===== src/rtl/lpfr_pkg.sv =====
// Shared types and constants of the length-prefixed frame receiver.
// Used by the channel interfaces and the top level; depends on nothing.
package lpfr_pkg;

  // Payload widths
  localparam int unsigned BYTE_W    = 8;
  localparam int unsigned CMD_ID_W  = 5;
  localparam int unsigned COUNT_W   = 6;
  localparam int unsigned CFG_IDX_W = 8;
  // Frame counters span a size byte plus the fixed overhead
  localparam int unsigned CNT_W     = 9;

  // Command byte plus two checksum bytes follow the size byte
  localparam logic [CNT_W-1:0] SIZE_OVERHEAD = 9'd3;
  // Code byte plus two checksum bytes of an error frame
  localparam logic [CNT_W-1:0] ERROR_LEN     = 9'd3;
  // Start, size, command and two checksum bytes around the payload
  localparam logic [CNT_W-1:0] FRAME_EXTRA   = 9'd5;

  // Configuration register indexes
  localparam logic [CFG_IDX_W-1:0] REG_REQUEST_CODE  = 8'd0;
  localparam logic [CFG_IDX_W-1:0] REG_RESPONSE_CODE = 8'd1;
  localparam logic [CFG_IDX_W-1:0] REG_ERROR_CODE    = 8'd2;

  // Reset values of the start codes
  localparam logic [BYTE_W-1:0] RST_REQUEST_CODE  = 8'd1;
  localparam logic [BYTE_W-1:0] RST_RESPONSE_CODE = 8'd2;
  localparam logic [BYTE_W-1:0] RST_ERROR_CODE    = 8'd3;

  typedef enum logic [1:0] {
    KIND_NONE     = 2'd0,
    KIND_REQUEST  = 2'd1,
    KIND_RESPONSE = 2'd2,
    KIND_ERROR    = 2'd3
  } frame_kind_t;

  typedef enum logic [3:0] {
    S_START  = 4'b0001,
    S_SIZE   = 4'b0010,
    S_DATA   = 4'b0100,
    S_REPLAY = 4'b1000
  } state_t;

endpackage


===== src/rtl/lpfr_in_if.sv =====
// Received-byte channel of the frame receiver.
// Depends on lpfr_pkg for the byte width.
interface lpfr_in_if;
  logic                       valid;
  logic                       ready;
  logic [lpfr_pkg::BYTE_W-1:0] rx_byte;

  modport source (output valid, output rx_byte, input ready);
  modport sink   (input valid, input rx_byte, output ready);
endinterface


===== src/rtl/lpfr_out_if.sv =====
// Dispatched-request channel of the frame receiver, one payload byte per request.
// Depends on lpfr_pkg for the field widths.
interface lpfr_out_if;
  logic                          valid;
  logic                          ready;
  logic [lpfr_pkg::CMD_ID_W-1:0] command_id;
  logic [lpfr_pkg::BYTE_W-1:0]   payload_byte;
  logic                          has_payload;
  logic [lpfr_pkg::COUNT_W-1:0]  payload_count;
  logic                          last;

  modport source (output valid, output command_id, output payload_byte,
                  output has_payload, output payload_count, output last, input ready);
  modport sink   (input valid, input command_id, input payload_byte,
                  input has_payload, input payload_count, input last, output ready);
endinterface


===== src/rtl/lpfr_cfg_if.sv =====
// Register write channel of the frame receiver.
// Depends on lpfr_pkg for the index and data widths.
interface lpfr_cfg_if;
  logic                           valid;
  logic                           ready;
  logic [lpfr_pkg::CFG_IDX_W-1:0] index;
  logic [lpfr_pkg::BYTE_W-1:0]    data;

  modport source (output valid, output index, output data, input ready);
  modport sink   (input valid, input index, input data, output ready);
endinterface


===== src/rtl/length_prefixed_frame_receiver_top.sv =====
// Length-prefixed frame receiver: takes one serial byte per request and
// parses request, response and error frames framed by configurable start
// codes. While a frame is received, one byte is taken every cycle. When a
// request frame with a command below COMMAND_SLOTS ends, the input is held
// off while its payload is replayed from the frame memory, one byte per
// request on the output; the single read port of that memory is read one entry
// ahead of the output register, an empty payload gives a single request with no
// payload, and the replay pauses while the sink stalls. Oversized frames
// (size + 5 above BUFFER_DEPTH), response and error frames are consumed
// without output. Checksums are not checked.
// Depends on lpfr_pkg and the lpfr_in_if, lpfr_out_if and lpfr_cfg_if interfaces.
module length_prefixed_frame_receiver_top #(
  parameter int unsigned BUFFER_DEPTH  = 64,
  parameter int unsigned COMMAND_SLOTS = 32
) (
  input  logic             clk,
  input  logic             rst_n,
  lpfr_in_if.sink          in_ch,
  lpfr_out_if.source       out_ch,
  lpfr_cfg_if.sink         cfg_ch
);

  localparam int unsigned AW = $clog2(BUFFER_DEPTH);
  localparam logic [lpfr_pkg::CNT_W-1:0] DEPTH_C = lpfr_pkg::CNT_W'(BUFFER_DEPTH);
  localparam logic [lpfr_pkg::CNT_W-1:0] SLOTS_C = lpfr_pkg::CNT_W'(COMMAND_SLOTS);

  // Start codes
  logic [lpfr_pkg::BYTE_W-1:0] req_code_r, rsp_code_r, err_code_r;

  // Frame parser state
  lpfr_pkg::state_t            state_r, state_nxt;
  lpfr_pkg::frame_kind_t       kind_r, kind_nxt;
  logic [lpfr_pkg::CNT_W-1:0]  remaining_r, remaining_nxt;
  logic [lpfr_pkg::CNT_W-1:0]  received_r, received_nxt;
  logic [lpfr_pkg::BYTE_W-1:0] cmd_r, cmd_nxt;
  logic [lpfr_pkg::BYTE_W-1:0] size_r, size_nxt;
  logic                        ovf_r, ovf_nxt;

  // Replay sequencer
  logic [AW-1:0]               rd_idx_r, rd_idx_nxt;
  logic [AW-1:0]               ld_idx_r, ld_idx_nxt;
  logic                        rd_pend_r, rd_pend_nxt;

  // Frame memory
  logic [lpfr_pkg::BYTE_W-1:0] frame_mem [BUFFER_DEPTH];
  logic [lpfr_pkg::BYTE_W-1:0] mem_q_r;
  logic                        wr_en, rd_en;
  logic [AW-1:0]               wr_addr;

  // Output register
  logic                          out_valid_r;
  logic [lpfr_pkg::CMD_ID_W-1:0] out_cmd_r;
  logic [lpfr_pkg::BYTE_W-1:0]   out_byte_r;
  logic                          out_has_r;
  logic [lpfr_pkg::COUNT_W-1:0]  out_cnt_r;
  logic                          out_last_r;
  logic                          load;
  logic                          load_last;

  logic                          in_acc;
  logic                          out_free;
  logic [lpfr_pkg::BYTE_W-1:0]   b;
  logic [lpfr_pkg::CNT_W-1:0]    b_ext;
  logic [lpfr_pkg::CNT_W-1:0]    size_ext;
  logic                          size_zero;

  assign b         = in_ch.rx_byte;
  assign b_ext     = {1'b0, b};
  assign size_ext  = {1'b0, size_r};
  assign size_zero = (size_r == '0);
  assign in_ch.ready  = (state_r != lpfr_pkg::S_REPLAY);
  assign in_acc       = in_ch.valid && in_ch.ready;
  assign out_free     = !out_valid_r || out_ch.ready;
  assign cfg_ch.ready = 1'b1;
  assign wr_addr      = AW'(received_r - 9'd1);
  assign load_last    = size_zero ||
                        ((lpfr_pkg::CNT_W'(ld_idx_r) + 9'd1) == size_ext);

  // Write start codes; unknown indexes are dropped
  always_ff @(posedge clk) begin
    if (!rst_n) begin
      req_code_r <= lpfr_pkg::RST_REQUEST_CODE;
      rsp_code_r <= lpfr_pkg::RST_RESPONSE_CODE;
      err_code_r <= lpfr_pkg::RST_ERROR_CODE;
    end else if (cfg_ch.valid && cfg_ch.ready) begin
      case (cfg_ch.index)
        lpfr_pkg::REG_REQUEST_CODE:  req_code_r <= cfg_ch.data;
        lpfr_pkg::REG_RESPONSE_CODE: rsp_code_r <= cfg_ch.data;
        lpfr_pkg::REG_ERROR_CODE:    err_code_r <= cfg_ch.data;
        default: ;
      endcase
    end
  end

  // Parse frames and sequence the payload replay
  always_comb begin
    state_nxt     = state_r;
    kind_nxt      = kind_r;
    remaining_nxt = remaining_r;
    received_nxt  = received_r;
    cmd_nxt       = cmd_r;
    size_nxt      = size_r;
    ovf_nxt       = ovf_r;
    rd_idx_nxt    = rd_idx_r;
    ld_idx_nxt    = ld_idx_r;
    rd_pend_nxt   = rd_pend_r;
    wr_en         = 1'b0;
    rd_en         = 1'b0;
    load          = 1'b0;
    case (state_r)
      lpfr_pkg::S_START: begin
        if (in_acc) begin
          // request code wins over response, response over error
          if (b == req_code_r) begin
            kind_nxt  = lpfr_pkg::KIND_REQUEST;
            state_nxt = lpfr_pkg::S_SIZE;
          end else if (b == rsp_code_r) begin
            kind_nxt  = lpfr_pkg::KIND_RESPONSE;
            state_nxt = lpfr_pkg::S_SIZE;
          end else if (b == err_code_r) begin
            kind_nxt      = lpfr_pkg::KIND_ERROR;
            state_nxt     = lpfr_pkg::S_DATA;
            remaining_nxt = lpfr_pkg::ERROR_LEN;
            received_nxt  = '0;
            ovf_nxt       = 1'b0;
          end
        end
      end
      lpfr_pkg::S_SIZE: begin
        if (in_acc) begin
          size_nxt      = b;
          remaining_nxt = b_ext + lpfr_pkg::SIZE_OVERHEAD;
          received_nxt  = '0;
          ovf_nxt       = (b_ext + lpfr_pkg::FRAME_EXTRA) > DEPTH_C;
          state_nxt     = lpfr_pkg::S_DATA;
        end
      end
      lpfr_pkg::S_DATA: begin
        if (in_acc) begin
          // first byte is the command or error code, then payload
          if (received_r == '0) begin
            cmd_nxt = b;
          end
          wr_en = (received_r != '0) && (kind_r != lpfr_pkg::KIND_ERROR) &&
                  (received_r <= size_ext) && !ovf_r;
          received_nxt = received_r + 9'd1;
          if (remaining_r != '0) begin
            remaining_nxt = remaining_r - 9'd1;
          end
          if (remaining_r <= 9'd1) begin
            if (kind_r == lpfr_pkg::KIND_REQUEST && !ovf_r &&
                ({1'b0, cmd_r} < SLOTS_C)) begin
              state_nxt = lpfr_pkg::S_REPLAY;
            end else begin
              state_nxt = lpfr_pkg::S_START;
            end
            kind_nxt      = lpfr_pkg::KIND_NONE;
            remaining_nxt = '0;
            received_nxt  = '0;
            ovf_nxt       = 1'b0;
            rd_idx_nxt    = '0;
            ld_idx_nxt    = '0;
            rd_pend_nxt   = 1'b0;
          end
        end
      end
      lpfr_pkg::S_REPLAY: begin
        if (size_zero) begin
          load = out_free;
        end else begin
          // read one entry ahead; hold the read data until it is loaded
          load  = rd_pend_r && out_free;
          rd_en = (lpfr_pkg::CNT_W'(rd_idx_r) < size_ext) && (!rd_pend_r || load);
          if (rd_en) begin
            rd_idx_nxt = rd_idx_r + AW'(1);
          end
          rd_pend_nxt = rd_en || (rd_pend_r && !load);
          if (load) begin
            ld_idx_nxt = ld_idx_r + AW'(1);
          end
        end
        if (load && load_last) begin
          state_nxt = lpfr_pkg::S_START;
        end
      end
      default: begin
        state_nxt = lpfr_pkg::S_START;
      end
    endcase
  end

  always_ff @(posedge clk) begin
    if (!rst_n) begin
      state_r     <= lpfr_pkg::S_START;
      kind_r      <= lpfr_pkg::KIND_NONE;
      remaining_r <= '0;
      received_r  <= '0;
      cmd_r       <= '0;
      size_r      <= '0;
      ovf_r       <= 1'b0;
      rd_idx_r    <= '0;
      ld_idx_r    <= '0;
      rd_pend_r   <= 1'b0;
    end else begin
      state_r     <= state_nxt;
      kind_r      <= kind_nxt;
      remaining_r <= remaining_nxt;
      received_r  <= received_nxt;
      cmd_r       <= cmd_nxt;
      size_r      <= size_nxt;
      ovf_r       <= ovf_nxt;
      rd_idx_r    <= rd_idx_nxt;
      ld_idx_r    <= ld_idx_nxt;
      rd_pend_r   <= rd_pend_nxt;
    end
  end

  // Frame memory: written while receiving, read only during replay,
  // so the two ports never touch the same entry in one cycle
  always_ff @(posedge clk) begin
    if (wr_en) begin
      frame_mem[wr_addr] <= b;
    end
    if (rd_en) begin
      mem_q_r <= frame_mem[rd_idx_r];
    end
  end

  // Output register: load a request, drop it when taken
  always_ff @(posedge clk) begin
    if (!rst_n) begin
      out_valid_r <= 1'b0;
    end else if (load) begin
      out_valid_r <= 1'b1;
    end else if (out_ch.ready) begin
      out_valid_r <= 1'b0;
    end
  end

  // Capture command and count too, so a waiting request holds while the next frame arrives
  always_ff @(posedge clk) begin
    if (load) begin
      out_cmd_r  <= cmd_r[lpfr_pkg::CMD_ID_W-1:0];
      out_byte_r <= size_zero ? '0 : mem_q_r;
      out_has_r  <= !size_zero;
      out_cnt_r  <= size_r[lpfr_pkg::COUNT_W-1:0];
      out_last_r <= load_last;
    end
  end

  assign out_ch.valid         = out_valid_r;
  assign out_ch.command_id    = out_cmd_r;
  assign out_ch.payload_byte  = out_byte_r;
  assign out_ch.has_payload   = out_has_r;
  assign out_ch.payload_count = out_cnt_r;
  assign out_ch.last          = out_last_r;

`ifndef SYNTH
  // An empty-payload request is always the final one of its frame
  a_empty_is_last: assert property (@(posedge clk) disable iff (!rst_n)
    out_valid_r && !out_has_r |-> out_last_r)
    else $error("empty-payload request without last");

  // The memory is read only while replaying a frame
  a_read_in_replay: assert property (@(posedge clk) disable iff (!rst_n)
    rd_en |-> state_r == lpfr_pkg::S_REPLAY)
    else $error("frame memory read outside replay");

  // The memory is written only while receiving frame data
  a_write_in_data: assert property (@(posedge clk) disable iff (!rst_n)
    wr_en |-> state_r == lpfr_pkg::S_DATA && in_acc)
    else $error("frame memory write outside data phase");

  // Loading the final request of a frame ends the replay
  a_last_ends_replay: assert property (@(posedge clk) disable iff (!rst_n)
    load && load_last |=> state_r == lpfr_pkg::S_START)
    else $error("replay did not end after last request");

  // Pending read data exists only during a non-empty replay
  a_pend_in_replay: assert property (@(posedge clk) disable iff (!rst_n)
    rd_pend_r |-> state_r == lpfr_pkg::S_REPLAY && !size_zero)
    else $error("read pending outside replay");
`endif

endmodule


===== src/flat_wrapper.sv =====
// flat-port wrapper written by rule: the top's interface ports become plain ports
module length_prefixed_frame_receiver_top_flat 
#(
  parameter int unsigned BUFFER_DEPTH  = 64,
  parameter int unsigned COMMAND_SLOTS = 32
)
  (clk, rst_n, in_ch_valid, in_ch_rx_byte, in_ch_ready, out_ch_valid, out_ch_command_id, out_ch_payload_byte, out_ch_has_payload, out_ch_payload_count, out_ch_last, out_ch_ready, cfg_ch_valid, cfg_ch_index, cfg_ch_data, cfg_ch_ready);
  lpfr_in_if in_ch_i ();
  lpfr_out_if out_ch_i ();
  lpfr_cfg_if cfg_ch_i ();
  input  logic clk;
  input  logic rst_n;
  input wire logic [$bits(in_ch_i.valid)-1:0] in_ch_valid;
  input wire logic [$bits(in_ch_i.rx_byte)-1:0] in_ch_rx_byte;
  output wire logic [$bits(in_ch_i.ready)-1:0] in_ch_ready;
  output wire logic [$bits(out_ch_i.valid)-1:0] out_ch_valid;
  output wire logic [$bits(out_ch_i.command_id)-1:0] out_ch_command_id;
  output wire logic [$bits(out_ch_i.payload_byte)-1:0] out_ch_payload_byte;
  output wire logic [$bits(out_ch_i.has_payload)-1:0] out_ch_has_payload;
  output wire logic [$bits(out_ch_i.payload_count)-1:0] out_ch_payload_count;
  output wire logic [$bits(out_ch_i.last)-1:0] out_ch_last;
  input wire logic [$bits(out_ch_i.ready)-1:0] out_ch_ready;
  input wire logic [$bits(cfg_ch_i.valid)-1:0] cfg_ch_valid;
  input wire logic [$bits(cfg_ch_i.index)-1:0] cfg_ch_index;
  input wire logic [$bits(cfg_ch_i.data)-1:0] cfg_ch_data;
  output wire logic [$bits(cfg_ch_i.ready)-1:0] cfg_ch_ready;
  assign in_ch_i.valid = in_ch_valid;
  assign in_ch_i.rx_byte = in_ch_rx_byte;
  assign in_ch_ready = in_ch_i.ready;
  assign out_ch_valid = out_ch_i.valid;
  assign out_ch_command_id = out_ch_i.command_id;
  assign out_ch_payload_byte = out_ch_i.payload_byte;
  assign out_ch_has_payload = out_ch_i.has_payload;
  assign out_ch_payload_count = out_ch_i.payload_count;
  assign out_ch_last = out_ch_i.last;
  assign out_ch_i.ready = out_ch_ready;
  assign cfg_ch_i.valid = cfg_ch_valid;
  assign cfg_ch_i.index = cfg_ch_index;
  assign cfg_ch_i.data = cfg_ch_data;
  assign cfg_ch_ready = cfg_ch_i.ready;
  length_prefixed_frame_receiver_top #(.BUFFER_DEPTH(BUFFER_DEPTH), .COMMAND_SLOTS(COMMAND_SLOTS)) u_core (.clk(clk), .rst_n(rst_n), .in_ch(in_ch_i), .out_ch(out_ch_i), .cfg_ch(cfg_ch_i));
endmodule

===== config.mk =====
export PLATFORM = sky130hd
export DESIGN_NAME = length_prefixed_frame_receiver_top_flat
export DESIGN_NICKNAME = d
export VERILOG_FILES = /design/src/rtl/lpfr_pkg.sv /design/src/rtl/lpfr_in_if.sv /design/src/rtl/lpfr_out_if.sv /design/src/rtl/lpfr_cfg_if.sv /design/src/rtl/length_prefixed_frame_receiver_top.sv /design/src/flat_wrapper.sv
export SDC_FILE = /design/constraint.sdc
export NUM_CORES = 1
export LEC_CHECK = 0
export BUFFER_PORTS_ARGS = -buffer_cell sky130_fd_sc_hd__buf_2
export CAP_MARGIN = 20
export CELL_PAD_IN_SITES_DETAIL_PLACEMENT = 0
export CELL_PAD_IN_SITES_GLOBAL_PLACEMENT = 1
export CORE_MARGIN = 2
export CORE_UTILIZATION = 40
export CTS_CLUSTER_DIAMETER = 30
export DETAILED_ROUTE_END_ITERATION = 10
export PLACE_DENSITY_LB_ADDON = 0.1
export SLEW_MARGIN = 20
export SYNTH_ARGS = -nofsm -noshare
export SYNTH_HDL_FRONTEND = slang
export SYNTH_SLANG_ARGS = --single-unit

===== constraint.sdc =====
create_clock -name clk -period 3.1 [get_ports clk]
set_clock_uncertainty 0.15 [all_clocks]
set_input_delay 0.155 -clock clk [delete_from_list [all_inputs] [get_ports clk]]
set_output_delay 0.155 -clock clk [all_outputs]
set_load 0.02 [all_outputs]

==> results of run 1 <==
cell type report:
cell class,count,area [um2]
inverter,24,90.09
multi-input combinational,762,7632
tap,855,1070
clock buffer,160,3680
sequential,620,17840
fill,5251,30590
timing repair buffer,230,1797
clock inverter,95,1305
worst max-delay path by stage:
stage / endpoint / slack (ns) / cells after the start
after floorplan: u_core.frame_mem[18][0] / -0.10 / 10
after global placement: u_core.frame_mem[31][5] / -0.01 / 11
after detailed placement: u_core.mem_q_r[1] / -0.03 / 6
after CTS: u_core.mem_q_r[5] / 0.005 / 6
after global routing: u_core.mem_q_r[4] / 0.05 / 6
final: u_core.mem_q_r[3] / 0.15 / 5
worst min-delay path, cell delays in order:
cell and delay [ns]:
buf_2 0.09, nand3_1 0.11, or3b_2 0.32, mux2i_1 0.12, nor2_1 0.07
state kept, by name (all words and copies together) (netlist names), 5 cells and up:
name                         flops
u_core.frame_mem               512
u_core.received_r                9
u_core.remaining_r               9
u_core.cmd_r                     8
u_core.err_code_r                8
u_core.mem_q_r                   8
u_core.out_ch.payload_byte       8
u_core.req_code_r                8
u_core.rsp_code_r                8
u_core.size_r                    8
u_core.ld_idx_r                  6
u_core.out_ch.payload_count      6
u_core.rd_idx_r                  6
u_core.out_ch.command_id         5
logic make-up (layout without fill, tap and decap cells):
| group | Yosys count | count (layout) |
|---|---|---|
| mux | 208 | 208 |
| fa+ha+maj | 23 | 23 |
| other cells | 1 | 1 |
| compound gates | 140 | 140 |
| xor+xnor | 42 | 42 |
| simple gates | 348 | 348 |
| flops | 620 | 620 |
| buf+inv | 109 | 509 |
report_power, final:
part	leakage (nW)	internal (W)	switching [W]	total, W
Sequential	5.53	0.00909	0.00000590	0.00909
Combinational	3.36	0.0000904	0.000247	0.000337
Clock	2.39	0.0106	0.00475	0.0154
routing by layer:
metal	track usage, %	wire (um)
met5	0	13
met2	34.09	33500
met3	5.899	4249
met1	28.39	30130
met4	7.820	1596
what timing repair did:
| action | in CTS | in global routing |
|---|---|---|
| buffers inserted | 0 | 2 |
| endpoints found under the hold margin | 195 | 0 |
| endpoints found under the setup margin | 13 | 121 |
| hold buffers | 24 | 0 |
| pin swaps | 1 | 2 |
| resized for setup | 1 | 1 |
metrics by stage:
step,power (W),std cells,setup TNS (ns),setup WS (ns)
6_report,0.02480,2746,0,0.1498
5_1_grt,0.02552,2746,0,0.04703
4_1_cts,0.02507,2744,0,0.004811
3_5_place_dp,0.009566,2465,-0.1728,-0.03441
3_3_place_gp,0.009562,2465,-0.2707,-0.01373
2_1_floorplan,0.009346,1491,-25.79,-0.1048
cells in the final DEF, fill, tap and decap left out, drive strengths merged, types with 6 or more instances in the layout:
master       count
a211oi           7
a21o             6
a21oi           45
a31oi            8
and2            11
buf            206
bufinv          25
clkbuf         160
clkinv          41
clkinvlp        15
dfxtp           79
dlygate4sd3     24
edfxtp         541
ha              23
inv             38
mux2i           43
mux4           165
nand2           48
nand3           41
nand4           20
nor2           126
nor2b           10
nor3            47
nor4             8
o21ai           32
or3              9
xnor2           31
xor2            11
==> results.yml, run 1 <==
floorplanning:
  pin_count: 53
  start_util_pct: 40.23
  die_x_um: 257.7
  core_area_um2: 64000
  die_h_um: 257.7
  dieArea_um2: 66410
  rows: 93
logic_synthesis:
  yosys-top-cells-area: "edfxtp_1, mux4_2, dfxtp_1"
  synthMuxAreaShare_pct: 16.11
  synth_top_family_by_area: "multiplexers"
  synth_top_area_cell: "edfxtp_1"
  synthArstFlopShare_pct: 0
  ys_seq_area_share_pct: 69.24
  synth.lib_cells_used.distinct: 64
  syn_nets: 1543
  yosys_register_bits: 620
  yosys.area_share.simple_pct: 6.687
  yosysMostFrequentCell: "edfxtp_1"
  avgSynthCellArea_um2: 17.27
  syn_inst: 1491
  yosys.area_share.adder_pct: 1.118
  synth.cell_area_um2: 25750
  synth-xor-area-share_pct: 1.429
  synth_top_area_share_pct: 63.10
  synth-edff-count: 541
  ys_warn_count: 0
  ys.flop_type: "edfxtp_1"
  synth_common_cells: "edfxtp_1, mux4_2, nor2_1"
  synth_compound_gate_area_share_pct: 3.562
outcome:
  status: "finished clean"
min_path:
  holdCritStartpoint: "cfg_ch_valid"
  hold_path.class: "primary input to flop"
  hold_end: "u_core.rsp_code_r[6]"
  holdPathStages: 5
worst_setup_path:
  slowest_delay_ns: 0.53
  crit_family: "multiplexers"
  start_kind: "flop"
  path_cells: "buf_12 > buf_12 > mux4_2 > mux4_2 > mux4_2"
  crit_required_ns: 3.38
  path_class: "flop to flop"
  critPathMaxFanout: 33
  r2r_end: "u_core.mem_q_r[3]"
  crit_path_frequent_cell: "mux4_2"
  r2r_cells: 5
  critPathSlowestCell: "mux4_2"
  r2r_start: "u_core.rd_idx_r[0]"
  ff2ff_setup_slack_ns: 0.15
  crit_path_start: "u_core.rd_idx_r[0]"
  arrival_ns: 3.23
  end_kind: "flop"
  crit_buf_inv: 2
cts:
  cts-buffers-inserted: 138
  clkSlewWorstSetupHoldPaths_ns: 0.05
  clk_root_buffer_cell: "clkbuf_16"
  cts_buffer_depth: 3
  cts_sinks: 620
  htree_levels: 4
  clk_latency_ns: 0.70
  cts_tree: "done"
timing:
  slew_viol_final: 0
  setup_viol: 0
  fmax_mhz: 339.0
  hold_slack_ns: 0.06040
  rsz0062_at_grt: "no"
  worst_pin_slew_ns: 0.8538
  fin_crit_ns: 2.950
  final_hold_viol_count: 0
  timing.final.crit_share_pct: 95.17
  slew-limit-headroom_pct: 43.08
routing:
  first_iter_violations: 1102
  first_pass_iters: 6
  wl_per_cell_um: 25.30
  drt_wl_total_um: 69480
  viasPerCell: 5.336
  drc: 0
  vias: 14652
  ant_nets: 0
finish:
  area_growth_syn_to_layout_pct: 29.77
  drive_gt1_share_pct: 35.06
  antenna_cells: 0
  postLayoutCellArea_um2: 33410
  nNetsFinal: 1828
  utilization_pct: 52.21
global_routing:
  gr-total-overflow: 0
  antenna_found_initial: 5
  grt_pass1_vias: 15390
  grt_start_max_net_pins: 65
  grt_pass1_wl_um: 102500
  track_usage_pct: 21.45
place:
  finalWeightedCongestion: 0.8028
  post_dp_cell_area_um2: 28160
  numPortBuffers: 51
  dp_hpwl_um: 45540
power_and_ir_drop:
  p_per_area_nw_per_um2: 742.3
  peakVddDrop_v: 0.0004891
  p_leak_nw: 11.28
run:
  cap_violations: 0
No activity file was read; power rests on OpenSTA's default activity.
==> run 2: changes to the inputs <==
--- a/config.mk
+++ b/config.mk
@@ -7,13 +7,10 @@
 export LEC_CHECK = 0
 export BUFFER_PORTS_ARGS = -buffer_cell sky130_fd_sc_hd__buf_2
 export CAP_MARGIN = 20
-export CELL_PAD_IN_SITES_DETAIL_PLACEMENT = 0
-export CELL_PAD_IN_SITES_GLOBAL_PLACEMENT = 1
 export CORE_MARGIN = 2
 export CORE_UTILIZATION = 40
 export CTS_CLUSTER_DIAMETER = 30
 export DETAILED_ROUTE_END_ITERATION = 10
-export PLACE_DENSITY_LB_ADDON = 0.1
 export SLEW_MARGIN = 20
 export SYNTH_ARGS = -nofsm -noshare
 export SYNTH_HDL_FRONTEND = slang
==> run 2 against run 1 <==
  * Count of clock-buffer cells in the layout down 37
  * Cell area decreased by 2.8%
  * Die area did not move
  * Highest routed layer is now met4
==> results.yml, run 2 (same netlist as run 1, synthesis figures left out) <==
worst_setup_path:
  r2r_cells: 7
  crit_buf_inv: 3
  slowest_delay_ns: 0.55
  start_kind: "flop"
  ff2ff_setup_slack_ns: 0.14
  crit_family: "multiplexers"
  r2r_end: "u_core.mem_q_r[4]"
  arrival_ns: 3.22
  critPathSlowestCell: "mux4_2"
  crit_required_ns: 3.35
  r2r_start: "u_core.rd_idx_r[0]"
  critPathMaxFanout: 28
  path_class: "flop to flop"
  end_kind: "flop"
  path_cells: "buf_12 > buf_4 > mux4_2 > mux4_2 > a211oi_1 > buf_4 > a21oi_1"
global_routing:
  track_usage_pct: 20.27
  gr-total-overflow: 0
  grt_pass1_vias: 15100
  grt_pass1_wl_um: 99260
  grt_start_max_net_pins: 71
  antenna_found_initial: 5
cts:
  cts-buffers-inserted: 117
  cts_buffer_depth: 3
  clk_root_buffer_cell: "clkbuf_16"
  htree_levels: 3
  clkSlewWorstSetupHoldPaths_ns: 0.06
  clk_latency_ns: 0.66
  cts_sinks: 620
  cts_tree: "done"
outcome:
  status: "finished clean"
timing:
  hold_slack_ns: 0.06646
  slew-limit-headroom_pct: 40.49
  worst_pin_slew_ns: 0.8914
  final_hold_viol_count: 0
  fmax_mhz: 337.3
  timing.final.crit_share_pct: 95.62
  setup_viol: 0
  slew_viol_final: 0
  fin_crit_ns: 2.964
  rsz0062_at_grt: "no"
min_path:
  hold_end: "u_core.frame_mem[24][7]"
  holdPathStages: 2
  hold_path.class: "primary input to flop"
  holdCritStartpoint: "in_ch_rx_byte[7]"
power_and_ir_drop:
  p_leak_nw: 10.89
  totalPowerFinal_w: 0.02222
  p_per_area_nw_per_um2: 684.1
  peakVddDrop_v: 0.0004343
routing:
  drc: 0
  drt_wl_total_um: 66180
  ant_nets: 0
  wl_per_cell_um: 24.38
  viasPerCell: 5.467
  vias: 14843
  first_iter_violations: 1317
  first_pass_iters: 5
floorplanning:
  dieArea_um2: 66410
  rows: 93
  core_area_um2: 64000
  die_x_um: 257.7
  start_util_pct: 40.23
  die_h_um: 257.7
  pin_count: 53
finish:
  drive_gt1_share_pct: 34.48
  regMostFlops: "u_core.frame_mem"
  final_cell_mix: "edfxtp_1, mux4_2, buf_4"
  final_cells: 2715
  largest_register_ffs: 512
  final_common_cell: "edfxtp_1"
  utilization_pct: 50.76
  reg_top3: "u_core.frame_mem: 512 flops, u_core.received_r: 9 flops, u_core.remaining_r: 9 flops"
  area_growth_syn_to_layout_pct: 26.18
  nNetsFinal: 1809
place:
  finalWeightedCongestion: 0.8562
  dp_cells: 2466
  dp_hpwl_um: 43060
  numPortBuffers: 51
run:
  cap_violations: 0
[run 2: cell types whose count changed in the layout (fill, tap and decap cells not counted), moves of 5 or more]
| cell | change |
|---|---|
| clkbuf_8 | -8 |
| buf_4 | +8 |
| clkbuf_1 | -5 |
| bufinv_16 | -10 |
| clkinv_2 | +7 |
| inv_8 | +5 |
| clkbuf_16 | -24 |
| inv_6 | +6 |
[run 2: metrics by stage]
stage               instance area (um2)  setup TNS (ns)  setup slack, ns
floorplan                         25900          -25.79          -0.1048
global placement                  28140               0           0.1377
detailed placement                28140               0           0.1104
CTS                               32410               0          0.09593
global route                      32480               0         0.007937
finish                            32490               0           0.1357
[run 2: layout make-up]
type                    count  area, um2
diodes                      1      2.502
flip-flops and latches    620      17840
inverters                  24      90.09
well taps                 855       1070
multi-input cells         762       7632
clock buffers             123       2950
fillers                  5178      31510
clock inverters            98       1129
repair buffers            232       1777
[run 2: worst max-delay path by stage]
stage                             startpoint                 endpoint  slack (ns)  cells after the start
final                     u_core.rd_idx_r[0]        u_core.mem_q_r[4]        0.14                      7
after floorplan             u_core.size_r[2]  u_core.frame_mem[18][0]       -0.10                     10
after global placement      u_core.size_r[2]  u_core.frame_mem[15][5]        0.14                     11
after CTS                   u_core.size_r[2]  u_core.frame_mem[40][6]         0.1                     11
after detailed placement    u_core.size_r[2]  u_core.frame_mem[40][6]        0.11                     11
after global routing        u_core.size_r[2]  u_core.frame_mem[10][5]       0.008                     13
[run 2: per-layer routing]
metal / wire length, um / global-route usage, % / vias up
met4: 1947 / 7.659 / 0
met1: 28210 / 27.79 / 7639
met3: 4687 / 4.751 / 104
met5: 0 / 0 / -
li1: - / - / 6536
met2: 31330 / 31.64 / 564
[run 2: report_power, final]
group / switching [W] / internal (W) / total (W)
Clock: 0.00453 / 0.00828 / 0.0128
Combinational: 0.000247 / 0.0000814 / 0.000328
Sequential: 0.00000613 / 0.00907 / 0.00908
Total: 0.00479 / 0.0174 / 0.0222
[run 2: repair_timing]
action / CTS / global route
endpoints found under the hold margin: 75 / 4
gates resized for setup: 0 / 2
hold buffers: 19 / 1
setup endpoints to repair: 0 / 205
setup buffers: 0 / 7
==> run 3: changes to the inputs <==
==> constraint.sdc (replaced) <==
create_clock -name clk -period 3.1 [get_ports clk]
set_clock_uncertainty 0.15 [all_clocks]
set_input_delay 0.465 -clock clk [delete_from_list [all_inputs] [get_ports clk]]
set_output_delay 0.465 -clock clk [all_outputs]
set_load 0.02 [all_outputs]
==> run 3 against run 2 <==
  * Core utilization shrank 0.51 points
  * Power shrank 1.1%
  * Maximum frequency shrank 1.9%
  * Register-to-register slack lost 0.06 ns
  * Sequential cell count is the same
  * Hold slack lost 0.012 ns
  * Combinational power shrank 3%
  * First-iteration DRC count grew 30%
  * Die area is the same
  * Sequential share of layout area grew 0.56 points
==> results.yml, run 3 (same netlist as run 1, synthesis figures left out) <==
outcome:
  status: "finished clean"
routing:
  ant_nets: 0
  first_pass_iters: 6
  viasPerCell: 5.496
  vias: 14756
  drt_wl_total_um: 65280
  wl_per_cell_um: 24.31
  first_iter_violations: 1709
  drc: 0
global_routing:
  antenna_found_initial: 9
  track_usage_pct: 19.81
  grt_start_max_net_pins: 67
  grt_pass1_wl_um: 97170
  gr-total-overflow: 0
  grt_pass1_vias: 14754
cts:
  cts_sinks: 620
  cts_tree: "done"
  htree_levels: 3
  clkSlewWorstSetupHoldPaths_ns: 0.05
  cts_buffer_depth: 3
  clk_latency_ns: 0.67
  cts-buffers-inserted: 113
  clk_root_buffer_cell: "clkbuf_16"
run:
  cap_violations: 0
floorplanning:
  core_area_um2: 64000
  die_x_um: 257.7
  rows: 93
  start_util_pct: 40.23
  pin_count: 53
  dieArea_um2: 66410
  die_h_um: 257.7
min_path:
  holdCritStartpoint: "out_ch_ready"
  hold_path.class: "primary input to flop"
timing:
  fin_crit_ns: 3.023
  final_hold_viol_count: 0
  slew-limit-headroom_pct: 44.80
  fmax_mhz: 330.8
  slew_viol_final: 0
  worst_pin_slew_ns: 0.8280
  timing.final.crit_share_pct: 97.52
  setup_viol: 0
  setup_tns_ns: 0
finish:
  nNetsFinal: 1783
  final_cells: 2685
  area_growth_syn_to_layout_pct: 24.91
  regMostFlops: "u_core.frame_mem"
  reg_top3: "u_core.frame_mem: 512 flops, u_core.received_r: 9 flops, u_core.remaining_r: 9 flops"
  final_cell_mix: "edfxtp_1, mux4_2, buf_4"
  drive_gt1_share_pct: 33.95
  final_common_cell: "edfxtp_1"
  largest_register_ffs: 512
worst_setup_path:
  path_class: "flop to flop"
  arrival_ns: 3.26
  start_kind: "flop"
  crit_path_start: "u_core.rd_idx_r[0]"
  end_kind: "flop"
  critPathMaxFanout: 24
  r2r_start: "u_core.rd_idx_r[0]"
  crit_required_ns: 3.34
place:
  dp_hpwl_um: 41940
  dp_cells: 2460
  finalWeightedCongestion: 0.8468
  numPortBuffers: 51
power_and_ir_drop:
  p_per_area_nw_per_um2: 683.5
  totalPowerFinal_w: 0.02198
  p_leak_nw: 10.73
  peakVddDrop_v: 0.0004353
==> run 3: cell count changes in the layout (fill, tap and decap cells not counted), moves of 2 or more <==
cell / change
clkbuf_16: -4
clkinv_4: -5
inv_6: -3
clkinv_8: +2
clkinv_1: -2
clkbuf_1: +4
clkbuf_8: +2
dlygate4sd3_1: -12
buf_4: -9
==> run 3: area by class of cell <==
cell class,instances,area (um2)
Clock buffer,125,2893
Tap cell,855,1070
Multi-Input combinational cell,762,7632
Inverter,24,90.09
Fill cell,5200,31840
Clock inverter,88,1067
Sequential cell,620,17840
Antenna cell,1,2.502
Timing Repair Buffer,210,1569
==> run 3: worst paths after layout <==
| kind | endpoint | slack, ns | cells past startpoint |
|---|---|---|---|
| setup reg to reg | u_core.mem_q_r[5] | 0.08 | 6 |
| hold reg to reg | u_core.out_ch.command_id[4] | 0.29 | 0 |
| setup / recovery | u_core.mem_q_r[5] | 0.08 | 6 |
| hold / removal | u_core.out_ch.valid | 0.05 | 3 |
==> run 3: repair_timing <==
item / CTS / global route
resized for setup: 0 / 2
setup buffers: 0 / 3
setup endpoints to repair: 0 / 194
hold buffers: 8 / 0
endpoints found under the hold margin: 24 / 0
==> run 3: critical path, stage by stage (launching register included) <==
cell and delay, ns:
dfxtp_4 0.39, buf_12 0.23, mux4_2 0.59, mux4_2 0.53, nor2b_1 0.16, a211oi_1 0.58, a21oi_1 0.08
==> run 3: metal layers <==
metal,track usage [%],wire length (um),share of wire (%)
met5,0,14,0.021
met4,8.719,2349,3.6
met3,4.132,5090,7.8
met2,30.68,30570,47
met1,27.20,27260,42
==> run 3: power by group <==
group          internal [W]  switching, W  total [W]
Clock               0.00816       0.00442     0.0126
Sequential          0.00907    0.00000585    0.00908
Combinational     0.0000805      0.000238   0.000319
Total                0.0173       0.00467     0.0220
==> run 3: stage by stage <==
step           hold WS [ns]  cell area [um2]  util, %  setup slack, ns
2_1_floorplan        0.2580            25900        -          -0.1048
3_3_place_gp         0.2710            28080    43.88          0.05222
3_5_place_dp         0.2777            28080    43.88          0.06621
4_1_cts             0.02196            32120    50.20          0.05330
5_1_grt             0.04503            32160    50.25       -0.0006353
6_report            0.05421            32160    50.25          0.07695
